### config.mk
export PLATFORM = sky130hd
export DESIGN_NAME = apt_axis
export DESIGN_NICKNAME = d
export VERILOG_FILES = /design/src/hw/rtl/apt_pkg.sv /design/src/hw/rtl/apt_axis.sv
export SDC_FILE = /design/constraint.sdc
export NUM_CORES = 2
export LEC_CHECK = 0
export BUFFER_PORTS_ARGS = -buffer_cell sky130_fd_sc_hd__buf_2
export CAP_MARGIN = 10
export CORE_ASPECT_RATIO = 2
export CORE_MARGIN = 3
export CORE_UTILIZATION = 63
export CTS_CLUSTER_SIZE = 30
export DETAILED_ROUTE_END_ITERATION = 12
export GPL_TIMING_DRIVEN = 0
export MAX_ROUTING_LAYER = met4
export PLACE_DENSITY_LB_ADDON = 0.08
export RECOVER_POWER = 100
export SLEW_MARGIN = 20
export SYNTH_ARGS = -nofsm -noshare
export SYNTH_HDL_FRONTEND = slang
export SYNTH_SLANG_ARGS = --single-unit
### constraint.sdc
create_clock -name clk -period 7.15 [get_ports clk]
set_input_delay 0.3575 -clock clk [delete_from_list [all_inputs] [get_ports clk]]
set_output_delay 0.3575 -clock clk [all_outputs]
set_load 0.01 [all_outputs]
### src/hw/rtl/apt_pkg.sv
// shared types and constants of the affine point transform
package apt_pkg;

	// angle units: 1/256 degree
	localparam logic signed [18:0] FULL_TURN    = 19'sd92160;
	localparam logic signed [18:0] HALF_TURN    = 19'sd46080;
	localparam logic signed [18:0] QUARTER_TURN = 19'sd23040;

	localparam int GUARD     = 4;
	localparam int TABLE_LEN = 28;
	localparam int UW        = 38;
	localparam int ADDR_W    = 5;

	localparam longint GAIN_Q30 = 64'sd652032874;

	localparam logic signed [15:0] STRETCH_ONE = 16'sd4096;

	// atan(2^-i) at 2^24 units per degree
	localparam logic signed [31:0] ATAN_DEG24 [TABLE_LEN] = '{
		32'sd754974720, 32'sd445687602, 32'sd235489088, 32'sd119537938, 32'sd60000934,
		32'sd30029717, 32'sd15018523, 32'sd7509720, 32'sd3754917, 32'sd1877466,
		32'sd938734, 32'sd469367, 32'sd234684, 32'sd117342, 32'sd58671,
		32'sd29335, 32'sd14668, 32'sd7334, 32'sd3667, 32'sd1833,
		32'sd917, 32'sd458, 32'sd229, 32'sd115, 32'sd57,
		32'sd29, 32'sd14, 32'sd7
	};

	typedef enum logic [2:0] {
		REG_SHIFT_X    = 3'd0,
		REG_SHIFT_Y    = 3'd1,
		REG_TURN_ANGLE = 3'd2,
		REG_STRETCH_X  = 3'd3,
		REG_STRETCH_Y  = 3'd4
	} apt_reg_t;

	// scaled point and quadrant flag riding along the rotation chain
	typedef struct packed {
		logic                 flip;
		logic signed [UW-1:0] ux;
		logic signed [UW-1:0] uy;
	} apt_carry_t;

endpackage

### src/hw/rtl/apt_axis.sv
// one output coordinate: ta*ua + tb*ub + shift, rounded and saturated
module apt_axis #(
	parameter int CW = 16
) (
	input  logic                          clk,
	input  logic                          en,
	input  logic signed [CW-1:0]          ta,
	input  logic signed [CW-1:0]          tb,
	input  logic signed [apt_pkg::UW-1:0] ua,
	input  logic signed [apt_pkg::UW-1:0] ub,
	input  logic signed [31:0]            shift,
	output logic signed [31:0]            res_s4
);

	localparam int LB = 19;
	localparam int HB = apt_pkg::UW - LB;
	localparam int SW = CW + 39;
	localparam logic signed [SW-1:0] HALF    = SW'(1) <<< (CW - 1);
	localparam logic signed [SW-1:0] POS_LIM = SW'(signed'(32'h7FFF_FFFF));
	localparam logic signed [SW-1:0] NEG_LIM = SW'(signed'(32'h8000_0000));

	logic signed [HB-1:0]    a_hi, b_hi;
	logic signed [LB:0]      a_lo, b_lo;
	logic signed [CW+HB-1:0] pah_s1, pbh_s1;
	logic signed [CW+LB:0]   pal_s1, pbl_s1;
	logic signed [SW-1:0]    pa_s2, pb_s2;
	logic signed [SW-1:0]    sum_s3;
	logic signed [SW-1:0]    q;

	// split the wide operand so each multiplier stays narrow
	assign a_hi = ua[apt_pkg::UW-1:LB];
	assign b_hi = ub[apt_pkg::UW-1:LB];
	assign a_lo = signed'({1'b0, ua[LB-1:0]});
	assign b_lo = signed'({1'b0, ub[LB-1:0]});
	assign q    = sum_s3 >>> CW;

	always_ff @(posedge clk) begin
		if (en) begin
			pah_s1 <= ta * a_hi;
			pal_s1 <= ta * a_lo;
			pbh_s1 <= tb * b_hi;
			pbl_s1 <= tb * b_lo;
			pa_s2  <= (SW'(pah_s1) <<< LB) + SW'(pal_s1);
			pb_s2  <= (SW'(pbh_s1) <<< LB) + SW'(pbl_s1);
			sum_s3 <= pa_s2 + pb_s2 + (SW'(shift) <<< CW) + HALF;
			if (q > POS_LIM) begin
				res_s4 <= 32'sh7FFF_FFFF;
			end else if (q < NEG_LIM) begin
				res_s4 <= signed'(32'h8000_0000);
			end else begin
				res_s4 <= q[31:0];
			end
		end
	end

endmodule

# After elaboration in Yosys (flattened, before gate mapping)
# Index checks and enable logic that the tools add are counted.
[totals] register_bits=339 out_inout_bits=32 ramBits=0 rom_bits=0 memories=0 inputBits=142 latchBits=0
[op_classes] n_div=0 shift=0 mux=1 reduce_logical=0 n_eq_ne=0 bitwise=0 addsub=5 n_lt_le_gt_ge=2 multipliers=4
[ops] cell="adder 54 x 36 -> 55 bit" n=2
[ops] cell="multiplier 16 x 20 -> 36 bit" n=2
[ops] cell="multiplier 16 x 19 -> 35 bit" n=2
[ops] cell="adder 55 x 17 -> 55 bit, second input constant" n=1
[ops] cell="adder 55 x 48 -> 55 bit" n=1
[ops] cell="adder 55 bit" n=1
[ops] cell="> comparator 39 x 32 -> 1 bit, second input constant" n=1
[ops] cell="< comparator 39 x 32 -> 1 bit, second input constant" n=1
[ops] cell="two-way mux 32 bit" n=1

# Depth between registers and ports, before layout
[depth] depth_word=3 mapped_depth=25 depth_no_buf=22

# Worst setup path after synthesis
# No wires, ideal clock.
[synth_timing] kind="input to register" start="input ta[7]" end="register pah_s1[33], data pin" arrival_time_ps=6084 path_stages=25 n_path_buf=3 setup_ps=258 setup_slack_ps=808 t_required_ps=6892 path_cell_list="clkbuf_1 clkbuf_1 nand2_1 fa_1 inv_1 fa_1 inv_1 fa_1 inv_1 fa_1 fa_1 inv_1 fa_1 inv_1 ha_1 clkbuf_1 nand2_1 nor2_1 nand3_1 a211oi_1 a2111oi_4 o31ai_1 a41o_1 a21oi_2 xnor2_1"
[synth_via] elab_chain_cells=1
[synth_lines] element="from (decl)" line_no="apt_axis.sv:7" text="input logic signed [CW-1:0] ta,"
[synth_lines] element="multiplier 16 x 19 -> 35 bit" line_no="apt_axis.sv:39" text="pah_s1 <= ta * a_hi;"
[synth_lines] element="to (signal assigned)" line_no="apt_axis.sv:39"
[synth_lines] element="to (decl)" line_no="apt_axis.sv:24" text="logic signed [CW+HB-1:0] pah_s1, pbh_s1;"
# No other way between the ends.
# A chain may end at the register's enable or synchronous reset.

# Final worst setup path
[layout_timing] start="input ta[9]" end="register pal_s1[32], data pin"
[layout_via] elab_chain_cells=1
[layout_lines] element="multiplier 16 x 20 -> 36 bit" line_no="apt_axis.sv:40" text="pal_s1 <= ta * a_lo;"
[layout_lines] element="to (signal assigned)" line_no="apt_axis.sv:40"
[layout_lines] element="to (decl)" line_no="apt_axis.sv:25" text="logic signed [CW+LB:0] pal_s1, pbl_s1;"
# No other way between the ends.

==> metrics.md <==
| Metric | Value |
|---|---|
| Status | `complete, but fails checks` |
| Failing checks | `max-capacitance violations, max-slew violations` |
| Minimum clock period | `7020 ps` |
| Core ar. | `93900 µm²` |
| Vias in the first global route | `48200` |
| Design Area, Final | `62900 µm²` |
| Worst slew margin | `-285%` |
| Number of synthesized flops with an enable pin | `323` |
| Clk pin slew, worst setup/hold paths | `60 ps` |
| TritonRoute pass-1 iters | `8` |
| Hold path start | `ua[0]` |
| CTS tree | `yes` |
| I/O pins | `174` |
| Type of origin of the critical path | `input pin` |
| Number of port buffers | `143` |
| Worst-path cell with the longest stage delay | `fa_1` |
| WL/cell | `25.0 µm` |
| Slew Limit Fails | `116` |
| Reg2reg end | `sum_s3[54]` |
| Worst path top cell family by delay | `adder cells` |
| Reg-to-reg startpoint | `pb_s2[22]` |
| Worst Reg-to-Reg Cells | `10` |
| GRT Total Usage | `40.2%` |
| Worst Path Required | `7530 ps` |
| Register area share after synthesis | `16.2%` |
| Netlist cell types | `90` |
| Syn-to-layout area delta | `5.35%` |
| Synth Flop Type | `edfxtp_1` |
| Most used cell, CP | `fa_1` |
| Post-route insts no fill | `7463` |
| Gate count of the mapped netlist | `6040` |
| Syn Std Cell Area | `59700 µm²` |
| Syn Nets | `7871` |
| Initial Util | `63.6%` |
| CP Buf/Inv Count | `5` |
| Number of hold buffers added after cts | `0` |
| WHS Path Cells | `2` |
| RSZ-0062 raised after global routing | `yes` |
| Sink of the worst hold path | `pal_s1[0]` |
| Clock Skews | `31.2 ps` |
| Initial antenna violation count | `12` |
| Ys async rst share | `0%` |
| Final setup viols | `0` |
| CTS Buf Count | `31` |
| Total Wirelength | `186000 µm` |
| Worst-Skew Late Latency | `630 ps` |
| YS warnings | `0` |
| Vias post-DR | `44100` |
| Iteration-0 DRC Markers | `2772` |
| Share of cells above drive strength 1 | `4.50%` |
| Post-route clock period utilization | `98.2%` |
| Row count | `159` |
| Clock buffer depth | `3` |
| Routed vias/inst | `5.91` |
| Max Clock Freq | `142 MHz` |
| Global-route wire length before repair | `282000 µm` |
| Avg Inst Size Synth | `9.89 µm²` |
| R2r setup slk | `1640 ps` |
| GPL Wtd Cong | `1.04` |
| Post-route ant nets | `0` |
| Fin. Hold Viols | `0` |
| Clock root buffer | `clkbuf_16` |
| Die footprint | `98700 µm²` |
| Fill cell count | `7896` |
| CP peak stage delay | `590 ps` |
| Crit end category | `register` |
| CTS Sinks | `323` |
| Die Span X | `224 µm` |
| Placed cell count | `7393` |
| Gr ovfl total | `0` |
| # Max-Cap Violations | `2` |
| Drt drc | `0` |
| Crit path cell chain | `clkbuf_2 > clkbuf_2 > nand2_1 > fa_1 > inv_1 > fa_1 > fa_1 > fa_1 > fa_1 > inv_1 > fa_1 > inv_1 > ha_1 > o21a_1 > o211a_1 > a221oi_1 > o31ai_4 > o31ai_1 > a31oi_1 > a21o_1 > a21oi_1 > xnor2_1` |
| Placed inst area | `62000 µm²` |
| CP max FO | `10` |
| Htree depth | `1` |
| Dpl hpwl | `158000 µm` |
| Worst-margin pin slew | `5780 ps` |
| Setup CP Type | `in -> reg` |
| Worst hold path type | `in -> reg` |
| CP arrival | `7400 ps` |
| #FFs+latches synth | `323` |
| Largest net degree at the start of global routing | `110` |
| Die height | `441 µm` |
| Final #Nets | `8050` |
==> what timing repair did <==
item | CTS | global route
cloned | 0 | 0
endpoints found under the setup margin | 24 | 18
resized for setup | 43 | 101
setup buffers | 0 | 1
==> cells by family after synthesis <==
group	count (synthesis)	synth area share (%)
adder cells (fa/ha/maj)	1689	49.5
AND/OR/NAND/NOR	1644	13.7
buffers and inverters	1484	9.34
AO/OA/AOI/OAI	669	7.87
flip-flops	323	16.2
XOR/XNOR	228	3.34
multiplexers	3	0.0503
==> Yosys cell counts (28+ instances only) <==
| master | n | area, µm² |
|---|---|---|
| a211oi_1 | 31 | 233 |
| a21o_1 | 111 | 833 |
| a21oi_1 | 176 | 881 |
| and2_1 | 573 | 3580 |
| clkbuf_1 | 218 | 818 |
| edfxtp_1 | 323 | 9700 |
| fa_1 | 1120 | 22400 |
| ha_1 | 569 | 7120 |
| inv_1 | 1257 | 4720 |
| nand2_1 | 667 | 2500 |
| nand2b_1 | 47 | 294 |
| nand3_1 | 40 | 200 |
| nor2_1 | 169 | 634 |
| nor3_1 | 33 | 165 |
| o21a_1 | 61 | 458 |
| o21ai_0 | 89 | 445 |
| o21bai_1 | 28 | 210 |
| xnor2_1 | 165 | 1450 |
| xor2_1 | 63 | 552 |
==> layer usage <==
metal | part of all wire (%) | global-route usage (%) | up-vias
met5 | 0 | - | -
met2 | 52 | 71.6 | 1798
met1 | 30 | 36.8 | 22200
li1 | - | - | 19200
met3 | 5.7 | 5.90 | 871
met4 | 12 | 36.3 | 0
==> flip-flops by register name (all words and copies together), names as in the netlist <==
| register | cells |
|---|---|
| pbh_s1 | 35 |
| sum_s3 | 39 |
| pal_s1 | 36 |
| res_s4 | 32 |
| pbl_s1 | 36 |
| pa_s2 | 55 |
| pb_s2 | 55 |
| pah_s1 | 35 |
==> layout make-up <==
| class | instances | area (µm²) | share of cell area, % |
|---|---|---|---|
| sequential | 323 | 9700 | 15.4 |
| timing repair buffer | 147 | 721 | 1.15 |
| inverter | 1259 | 4730 | 7.52 |
| tap | 1207 | 1510 | 2.40 |
| clock inverter | 20 | 183 | 0.290 |
| antenna | 15 | 37.5 | 0.0597 |
| multi-input combinational | 4233 | 44300 | 70.4 |
| buffer | 224 | 958 | 1.52 |
| clock buffer | 35 | 791 | 1.26 |
==> stage by stage <==
stage / util, % / setup TNS (ps) / hold WS, ps / setup WS (ps)
finish: 67.0 / 0 / 378 / 128
global route: 67.0 / -130 / 348 / -74.5
CTS: 67.2 / 0 / 45.9 / 26.6
detailed placement: 66.1 / -39100 / 405 / -1250
global placement: 66.0 / -38180 / 401 / -1200
floorplan: - / 0 / 400 / 808
==> worst max-delay path by stage <==
stage / startpoint / to / slack (ps) / cells after the start
4_1_cts: ta[8] / pal_s1[32] / 30 / 22
2_1_floorplan: ta[7] / pah_s1[33] / 810 / 25
3_3_place_gp: ta[7] / pah_s1[34] / -1200 / 25
3_5_place_dp: ta[7] / pah_s1[34] / -1250 / 25
5_1_grt: ub[9] / pbl_s1[35] / -70 / 20
6_report: ta[9] / pal_s1[32] / 130 / 22
==> worst reg2reg max path, delay by kind of cell (launching register included) <==
kind | cells | cell delay (ps)
flip-flops | 1 | 420
AND/OR/NAND/NOR | 2 | 830
AO/OA/AOI/OAI | 5 | 3080
XOR/XNOR | 1 | 130
adder cells (fa/ha/maj) | 2 | 820
==> placed cells by master (no fill, tap or decap), types with 40 or more instances in the layout <==
master	n
nand3_1	40
ha_1	569
inv_1	1257
nor2_1	169
xor2_1	63
clkbuf_2	72
nand2_1	668
edfxtp_1	323
nand2b_1	47
clkbuf_1	182
fa_1	1120
a21o_1	111
and2_1	550
o21ai_0	95
buf_2	114
xnor2_1	165
a21oi_1	176
o21a_1	62
Power is not shown: default switching activity piles up to over one toggle a cycle in this logic, so the estimate is an artifact.
