## src/hw/rtl/apt_pkg.sv

```systemverilog
// shared types and constants of the affine point transform
package apt_pkg;

	// angle units: 1/256 degree
	localparam logic signed [18:0] FULL_TURN    = 19'sd92160;
	localparam logic signed [18:0] HALF_TURN    = 19'sd46080;
	localparam logic signed [18:0] QUARTER_TURN = 19'sd23040;

	localparam int GUARD     = 4;
	localparam int TABLE_LEN = 28;
	localparam int UW        = 38;
	localparam int ADDR_W    = 5;

	localparam longint GAIN_Q30 = 64'sd652032874;

	localparam logic signed [15:0] STRETCH_ONE = 16'sd4096;

	// atan(2^-i) at 2^24 units per degree
	localparam logic signed [31:0] ATAN_DEG24 [TABLE_LEN] = '{
		32'sd754974720, 32'sd445687602, 32'sd235489088, 32'sd119537938, 32'sd60000934,
		32'sd30029717, 32'sd15018523, 32'sd7509720, 32'sd3754917, 32'sd1877466,
		32'sd938734, 32'sd469367, 32'sd234684, 32'sd117342, 32'sd58671,
		32'sd29335, 32'sd14668, 32'sd7334, 32'sd3667, 32'sd1833,
		32'sd917, 32'sd458, 32'sd229, 32'sd115, 32'sd57,
		32'sd29, 32'sd14, 32'sd7
	};

	typedef enum logic [2:0] {
		REG_SHIFT_X    = 3'd0,
		REG_SHIFT_Y    = 3'd1,
		REG_TURN_ANGLE = 3'd2,
		REG_STRETCH_X  = 3'd3,
		REG_STRETCH_Y  = 3'd4
	} apt_reg_t;

	// scaled point and quadrant flag riding along the rotation chain
	typedef struct packed {
		logic                 flip;
		logic signed [UW-1:0] ux;
		logic signed [UW-1:0] uy;
	} apt_carry_t;

endpackage

```

## src/hw/rtl/apt_cordic_cell.sv

```systemverilog
// one rotation-mode cordic iteration, registered
module apt_cordic_cell #(
	parameter int XW  = 21,
	parameter int IDX = 0
) (
	input  logic                      clk,
	input  logic                      en,
	input  logic signed [XW-1:0]      x,
	input  logic signed [XW-1:0]      y,
	input  logic signed [31:0]        z,
	input  apt_pkg::apt_carry_t       carry,
	output logic signed [XW-1:0]      x_s1,
	output logic signed [XW-1:0]      y_s1,
	output logic signed [31:0]        z_s1,
	output apt_pkg::apt_carry_t       carry_s1
);

	logic signed [XW-1:0] dx;
	logic signed [XW-1:0] dy;
	logic signed [31:0]   step;

	assign dx   = y >>> IDX;
	assign dy   = x >>> IDX;
	assign step = apt_pkg::ATAN_DEG24[IDX];

	always_ff @(posedge clk) begin
		if (en) begin
			if (!z[31]) begin
				x_s1 <= x - dx;
				y_s1 <= y + dy;
				z_s1 <= z - step;
			end else begin
				x_s1 <= x + dx;
				y_s1 <= y - dy;
				z_s1 <= z + step;
			end
			carry_s1 <= carry;
		end
	end

endmodule

```

## config.mk

```make
export PLATFORM = sky130hd
export DESIGN_NAME = apt_cordic_cell
export DESIGN_NICKNAME = d
export VERILOG_FILES = /design/src/hw/rtl/apt_pkg.sv /design/src/hw/rtl/apt_cordic_cell.sv
export SDC_FILE = /design/constraint.sdc
export NUM_CORES = 1
export LEC_CHECK = 0
export ABC_AREA = 0
export BUFFER_PORTS_ARGS = -buffer_cell sky130_fd_sc_hd__buf_2
export CORE_ASPECT_RATIO = 0.9
export CORE_MARGIN = 1.5
export CORE_UTILIZATION = 45
export CTS_CLUSTER_DIAMETER = 50
export DETAILED_ROUTE_END_ITERATION = 6
export PLACE_DENSITY = 0.87
export RECOVER_POWER = 25
export SYNTH_ARGS = -nofsm -noshare
export SYNTH_HDL_FRONTEND = slang
export SYNTH_SLANG_ARGS = --single-unit
```

## constraint.sdc

```tcl
create_clock -name clk -period 2.6 [get_ports clk]
set_clock_uncertainty 0.15 [all_clocks]
set_input_delay 0.26 -clock clk [delete_from_list [all_inputs] [get_ports clk]]
set_output_delay 0.26 -clock clk [all_outputs]
set_load 0.01 [all_outputs]
```

* Word level (Yosys, flattened, before mapping)
Index checks and enable logic that the tools add are counted.
** Word-level totals
- Register bits after elaboration :: 151
- Logic and storage cells :: 14
** Cells by class
- Add/subtract/negate cells :: 5
- Multiplexer cells :: 3
** Operators by type and width (number)
- $mux W21 :: 2
- $sub A21 B21 Y21 :: 2
- $add A32 B31 Y32 const B :: 1
- $mux W32 :: 1
- $sub A32 B31 Y32 const B :: 1
- $add A21 B21 Y21 :: 1

* Depth between registers and ports, before layout
Gate-level depths: netlist (run 1).
- Depth in word-level cells :: 2
- Gate-level depth with buffers :: 11
- Gate-level depth less buffers :: 10

* Worst setup path before layout (run 1)
Ideal clock, no wire load.
- Path type :: input-to-reg
- Start point :: input y[0]
- End point :: register x_s1[18] (data pin)
- Library setup time :: 0.264 ns
- Arrival :: 2.060 ns
- Slack :: 0.126 ns
- Cell stages on the path :: 10
- Path buffers :: 0
- Cell sequence :: ha_1 > inv_1 > fa_1 > o21bai_4 > a211oi_2 > o21ai_2 > a21oi_2 > or3_1 > o311ai_1 > xnor2_1
** Between the ends
- Longest elaborated chain between the ends :: 2
** RTL lines
- start: declaration :: line apt_cordic_cell.sv:9 : input logic signed [XW-1:0] y,
- $sub A21 B21 Y21 or $add A21 B21 Y21 (tied branches) :: line apt_cordic_cell.sv:29, apt_cordic_cell.sv:33
- $mux W21 * :: line apt_cordic_cell.sv:28 : if (!z[31]) begin
- end signal: assignment :: line apt_cordic_cell.sv:29 : x_s1 <= x - dx;
- end signal: assignment :: line apt_cordic_cell.sv:33 : x_s1 <= x + dx;
- end: declaration :: line apt_cordic_cell.sv:12 : output logic signed [XW-1:0] x_s1,
Mark *: on every way between the ends. The rest lies on a longest branch, timed or not.
A chain may end at the register's enable or synchronous reset.

* Worst setup path in the final report (run 1)
- Start point :: input x[0]
- End point :: register x_s1[20] (data pin)
** Between the ends
- Longest elaborated chain between the ends :: 2
** RTL lines
- start: declaration :: line apt_cordic_cell.sv:8 : input logic signed [XW-1:0] x,
- $sub A21 B21 Y21 or $add A21 B21 Y21 (tied branches) :: line apt_cordic_cell.sv:29, apt_cordic_cell.sv:33
- $mux W21 * :: line apt_cordic_cell.sv:28
Marked as above.

==> results of run 1 <==
## metal layers
| layer | track usage (%) | wire [um] | part of all wire (%) | vias up |
|---|---|---|---|---|
| met1 | 34.0 | 10700 | 39 | 3492 |
| met3 | 5.36 | 1960 | 7.1 | 95 |
| li1 | - | - | - | 3495 |
| met5 | 0 | 0 | 0 | - |
| met2 | 49.3 | 13400 | 49 | 444 |
| met4 | 14.9 | 1340 | 4.9 | 0 |
## sequential cells by signal, indices dropped and copies added (netlist names)
signal and flops:
carry_s1 77, z_s1 32, y_s1 21, x_s1 20
## critical path: stages
cell and delay, ns:
buf_2 0.11, inv_1 0.05, ha_1 0.20, fa_1 0.39, nand2b_1 0.17, a21oi_1 0.22, a41oi_1 0.26, o311ai_0 0.40
a31oi_1 0.07, a21oi_1 0.19, xnor2_1 0.09
## worst max path at each step
| stage | startpoint | end | cells past startpoint |
|---|---|---|---|
| floorplan | y[0] | x_s1[18]$_DFFE_PP_ | 10 |
| global placement | x[0] | x_s1[20]$_DFFE_PP_ | 11 |
| detailed placement | x[0] | x_s1[20]$_DFFE_PP_ | 12 |
| CTS | x[0] | x_s1[20]$_DFFE_PP_ | 12 |
| global route | y[0] | x_s1[20]$_DFFE_PP_ | 12 |
| finish | x[0] | x_s1[20]$_DFFE_PP_ | 11 |
## synth_stat cells (8+ instances only)
library cell and instances:
a211oi_1 8, a21o_1 12, a21oi_1 55, buf_2 8, edfxtp_1 150, ha_1 66
inv_1 60, mux2i_1 8, nand2_1 38, nor2_1 37, nor2b_1 9, nor3_1 10
o21ai_0 37, o21bai_1 11, xnor2_1 37
## power by group through the flow
stage / registers, mW / clock network (mW) / logic [mW]
after floorplan: 3.25 / 0 / 0.706
after global placement: 3.09 / 0 / 1.68
after detailed placement: 3.10 / 0 / 1.72
after CTS: 3.05 / 2.38 / 1.85
after global routing: 3.08 / 2.50 / 2.03
final: 3.06 / 2.37 / 1.90
## metrics by stage
step                hold slack, ns  worst slack (ns)  power [mW]
CTS                         0.0493             0.266        7.28
global placement             0.286            -0.109        4.77
finish                      0.0646             0.185        7.32
detailed placement           0.288            -0.181        4.82
floorplan                    0.209             0.126        3.95
global route                0.0695            0.0429        7.61
## layout make-up
class	count	area [sq um]
diodes	1	2.50
fillers	1257	5390
clock inverters	15	144
multi-input cells	437	3260
inverters	63	236
well taps	240	300
flip-flops and latches	150	4500
repair buffers	519	3410
clock buffers	17	425
## kinds of logic (layout without fill, tap and decap cells)
| kind of cell | count (synthesis) | count (layout) |
|---|---|---|
| compound gates | 190 | 190 |
| xor+xnor | 44 | 44 |
| fa+ha+maj | 70 | 70 |
| buf+inv | 90 | 614 |
| flops | 150 | 150 |
| mux | 8 | 8 |
| other cells | 0 | 1 |
| simple gates | 125 | 125 |
==> results.txt, run 1 <==
Sw Share - 29.0%
clk root buf - clkbuf_16
fin util - 69.5%
setup TNS - 0 ns
Slew Viols, Final - 54
htree depth - 4
sequential share of the synthesized area - 55.3%
mux contribution to synthesized area - 0.982%
Synth Area in Simple Gates - 7.49%
CP Max Fanout - 4
Initial Utilization - 46.1%
GR Overflow Total - 0
Synth Area in XOR/XNOR - 4.73%
clock buffer depth - 2
CP Capture Type - flip-flop
routed vias - 7526
buffers added on ports - 303
failing checks - max-capacitance violations, max-slew violations
adder-cell share of the synthesized area - 11.1%
Synth area leader - edfxtp_1
count of hold-fix buffers inserted at cts - 102
antenna viol nets, final - 0
status - finished, violations left
gpl congestion - 0.932
hold worst-path end - z_s1[25]$_DFFE_PP_
Peak VDD IR - 0.000362 V
main combinational cell family by area after synthesis - compound AO/OA/AOI/OAI gates
Hold WC Path Type - in2reg
Post-DP Area - 10700 sq um
Inst Count DP - 1307
asr flop ratio synth - 0%
Hold Startpoint - z[25]
P_int - 5.20 mW
CP required - 2.59 ns
Logic pwr share - 25.9%
number of synthesized flops with an enable pin - 150
Avg Inst Size Synth - 12.0 sq um
largest net degree at the start of global routing - 57
cts repair resizes - 0
# Post-CTS Setup Buffers - 0
CTS tree - yes
Psw - 2.12 mW
register share of total power - 41.8%
initial antenna violation count - 1
post-synthesis compound-gate area fraction - 15.6%
Final Non-Filler Cells - 1442
share of layout cells above drive strength 1 - 38.5%
Die Span Y - 131 um
total clock sinks - 150
I/O pins - 304
CORE AREA - 17700 sq um
final setup fails - 0
pwr/cell area - 596 nW/um^2
Final Hold Viols - 0
die width - 145 um
Worst EP arrival - 2.41 ns
RSZ-0062 raised after global routing - false
Die Area - 18900 sq um
Setup crit start kind - input port
commonest non-fill, non-tap cell in the layout - buf_2
Vias/cell - 5.22
Area Overhead vs Synth - 50.6%
Post-Syn Nets - 900
crit path time final - 2.41 ns
Mapped Cells - 677
area fraction of the dominant cell type after synthesis - 55.3%
CTS buffer count - 17
clk slew on worst S/H paths - 0.06 ns
Initial DRC Count - 655
top cells by area, synth - edfxtp_1 55%, ha_1 10%, xnor2_1 4.0%
Yosys reg bits - 150
Rel. slew slack - -0.406%
Fmax - 414 MHz
Clock power frac - 32.3%
HPWL after DPL - 19.3 mm
final worst path period share - 92.9%
vias in the first global route - 7276
Synth Warn # - 0
LEAKAGE - 5.53 nW
gr usage total - 28.5%
hold path depth - 2
WL/cell - 19.0 um
first-pass GRT wire length - 40.2 mm
Max Cap Viol - 1
post-synth cell types - 76
most used flip-flop cell after synthesis - edfxtp_1
DRC - 0
commonest non-fill, non-tap cells in the layout - 292 x buf_2, 150 x edfxtp_1, 112 x buf_4
final instance area - 12300 sq um
Detailed Route WL - 27.5 mm
CP Class - in2reg
row count - 46
nets - 1411
cell area after synthesis - 8150 sq um
TritonRoute pass-1 iters - 7
Slew @ Worst Pin - 1.51 ns
(Power assumes the default switching activity.)
==> run 2, diff against run 1 <==
--- a/config.mk
+++ b/config.mk
@@ -10,6 +10,7 @@
 export CORE_ASPECT_RATIO = 0.9
 export CORE_MARGIN = 1.5
 export CORE_UTILIZATION = 45
+export CTS_BUF_LIST = sky130_fd_sc_hd__clkbuf_16
 export CTS_CLUSTER_DIAMETER = 50
 export DETAILED_ROUTE_END_ITERATION = 6
 export PLACE_DENSITY = 0.87
==> constraint.sdc (replaced) <==
create_clock -name clk -period 2.2 [get_ports clk]
set_clock_uncertainty 0.15 [all_clocks]
set_input_delay 0.22 -clock clk [delete_from_list [all_inputs] [get_ports clk]]
set_output_delay 0.22 -clock clk [all_outputs]
set_load 0.01 [all_outputs]
==> run 2 against run 1 <==
Effect of this change: the flow now finishes without violations; die area unchanged; final area grew 6.1%; combinational power is 29% higher; clock power increased by 23%; via count is 3.4% higher; sequential power up 18%; critical path type unchanged.
==> results.txt, run 2 (synthesis gave the netlist of run 1 again) <==
status - finished, final reports clean
Slew Viols, Final - 0
final worst path period share - 97.3%
CP Max Fanout - 3
Area Overhead vs Synth - 59.8%
hold path depth - 2
fin util - 73.7%
I/O pins - 304
crit path time final - 2.14 ns
Worst EP arrival - 2.15 ns
Hold WC Path Type - in2reg
CP required - 2.21 ns
first-pass GRT wire length - 42.0 mm
die width - 145 um
total clock sinks - 150
clk slew on worst S/H paths - 0.06 ns
commonest non-fill, non-tap cells in the layout - 289 x buf_2, 175 x buf_4, 150 x edfxtp_1
HPWL after DPL - 20.5 mm
routed vias - 7784
CP Capture Type - flip-flop
hold_ws - 0.0543 ns
htree depth - 4
Die Span Y - 131 um
Final Hold Viols - 0
share of layout cells above drive strength 1 - 44.6%
pwr/cell area - 692 nW/um^2
Fmax - 467 MHz
CTS tree - yes
nets - 1474
WL/cell - 19.3 um
CORE AREA - 17700 sq um
Slew @ Worst Pin - 1.37 ns
initial antenna violation count - 0
final setup fails - 0
crit path from - x[0]
Initial DRC Count - 553
Peak VDD IR - 0.000592 V
buffers added on ports - 303
CP Class - in2reg
gpl congestion - 0.951
Total Power - 9.01 mW
antenna viol nets, final - 0
largest net degree at the start of global routing - 54
max reg flops - 77
Setup crit start kind - input port
Vias/cell - 5.18
Hold Startpoint - z[25]
Antenna diodes - 0
DRC - 0
vias in the first global route - 7681
Initial Utilization - 46.1%
setup TNS - 0 ns
GR Overflow Total - 0
leading registers by flop count - carry_s1: 77 flops, z_s1: 32 flops, y_s1: 21 flops
TritonRoute pass-1 iters - 5
Die Area - 18900 sq um
Post-DP Area - 11300 sq um
gr usage total - 30.0%
row count - 46
CTS buffer count - 17
Rel. slew slack - 8.65%
clock buffer depth - 2
Detailed Route WL - 29.1 mm
Max Cap Viol - 0
commonest non-fill, non-tap cell in the layout - buf_2
final instance area - 13000 sq um
Reg with most FFs - carry_s1
LEAKAGE - 5.90 nW
clk root buf - clkbuf_16
run 2: final cells by class:
cell class	instances	area, sq um
clock buffer	17	425
clock inverter	15	169
fill	1179	4640
inverter	63	244
multi-input combinational	437	3480
sequential	150	4500
tap	240	300
timing repair buffer	582	3900
run 2: stage by stage:
stage	std cells	setup slack (ns)
final	1504	0.0604
after global routing	1504	-0.0179
after CTS	1502	0.00274
after detailed placement	1367	-0.483
after global placement	1367	-0.439
after floorplan	677	-0.0777
run 2: worst paths after layout:
kind	endpoint	slack [ns]
hold / removal	z_s1[25]$_DFFE_PP_	0.05
setup / recovery	x_s1[18]$_DFFE_PP_	0.06
run 2: power breakdown:
part / leakage [nW] / switching (mW) / internal [mW] / total (mW)
Sequential: 1.47 / 0.0941 / 3.53 / 3.62
Combinational: 4.15 / 1.30 / 1.16 / 2.46
Clock: 0.285 / 1.22 / 1.70 / 2.92
Total: 5.90 / 2.61 / 6.39 / 9.01
run 2: critical path, stage by stage:
cell      delay, ns
buf_4          0.12
ha_4           0.14
inv_2          0.03
fa_2           0.36
o21bai_4       0.17
a211oi_4       0.09
o21ai_2        0.19
a21oi_2        0.10
or3_4          0.38
o311ai_4       0.24
xnor2_1        0.10
run 2: timing repair:
action | CTS | global route
gates resized for setup | 6 | 28
pin swaps | 3 | 4
cloned | 0 | 0
endpoints found under the setup margin | 2 | 16
endpoints found under the hold margin | 102 | 0
buffers inserted | 1 | 2
hold buffers | 102 | 0
run 2: per-layer routing:
| metal | GRT usage [%] | vias to the layer above | wire length, um | part of all wire, % |
|---|---|---|---|---|
| met5 | 0 | - | 0 | 0 |
| met4 | 16.5 | 0 | 1460 | 5.0 |
| met3 | 5.25 | 91 | 1880 | 6.5 |
| met2 | 51.4 | 396 | 14300 | 49 |
| met1 | 36.2 | 3682 | 11400 | 39 |
| li1 | - | 3615 | - | - |
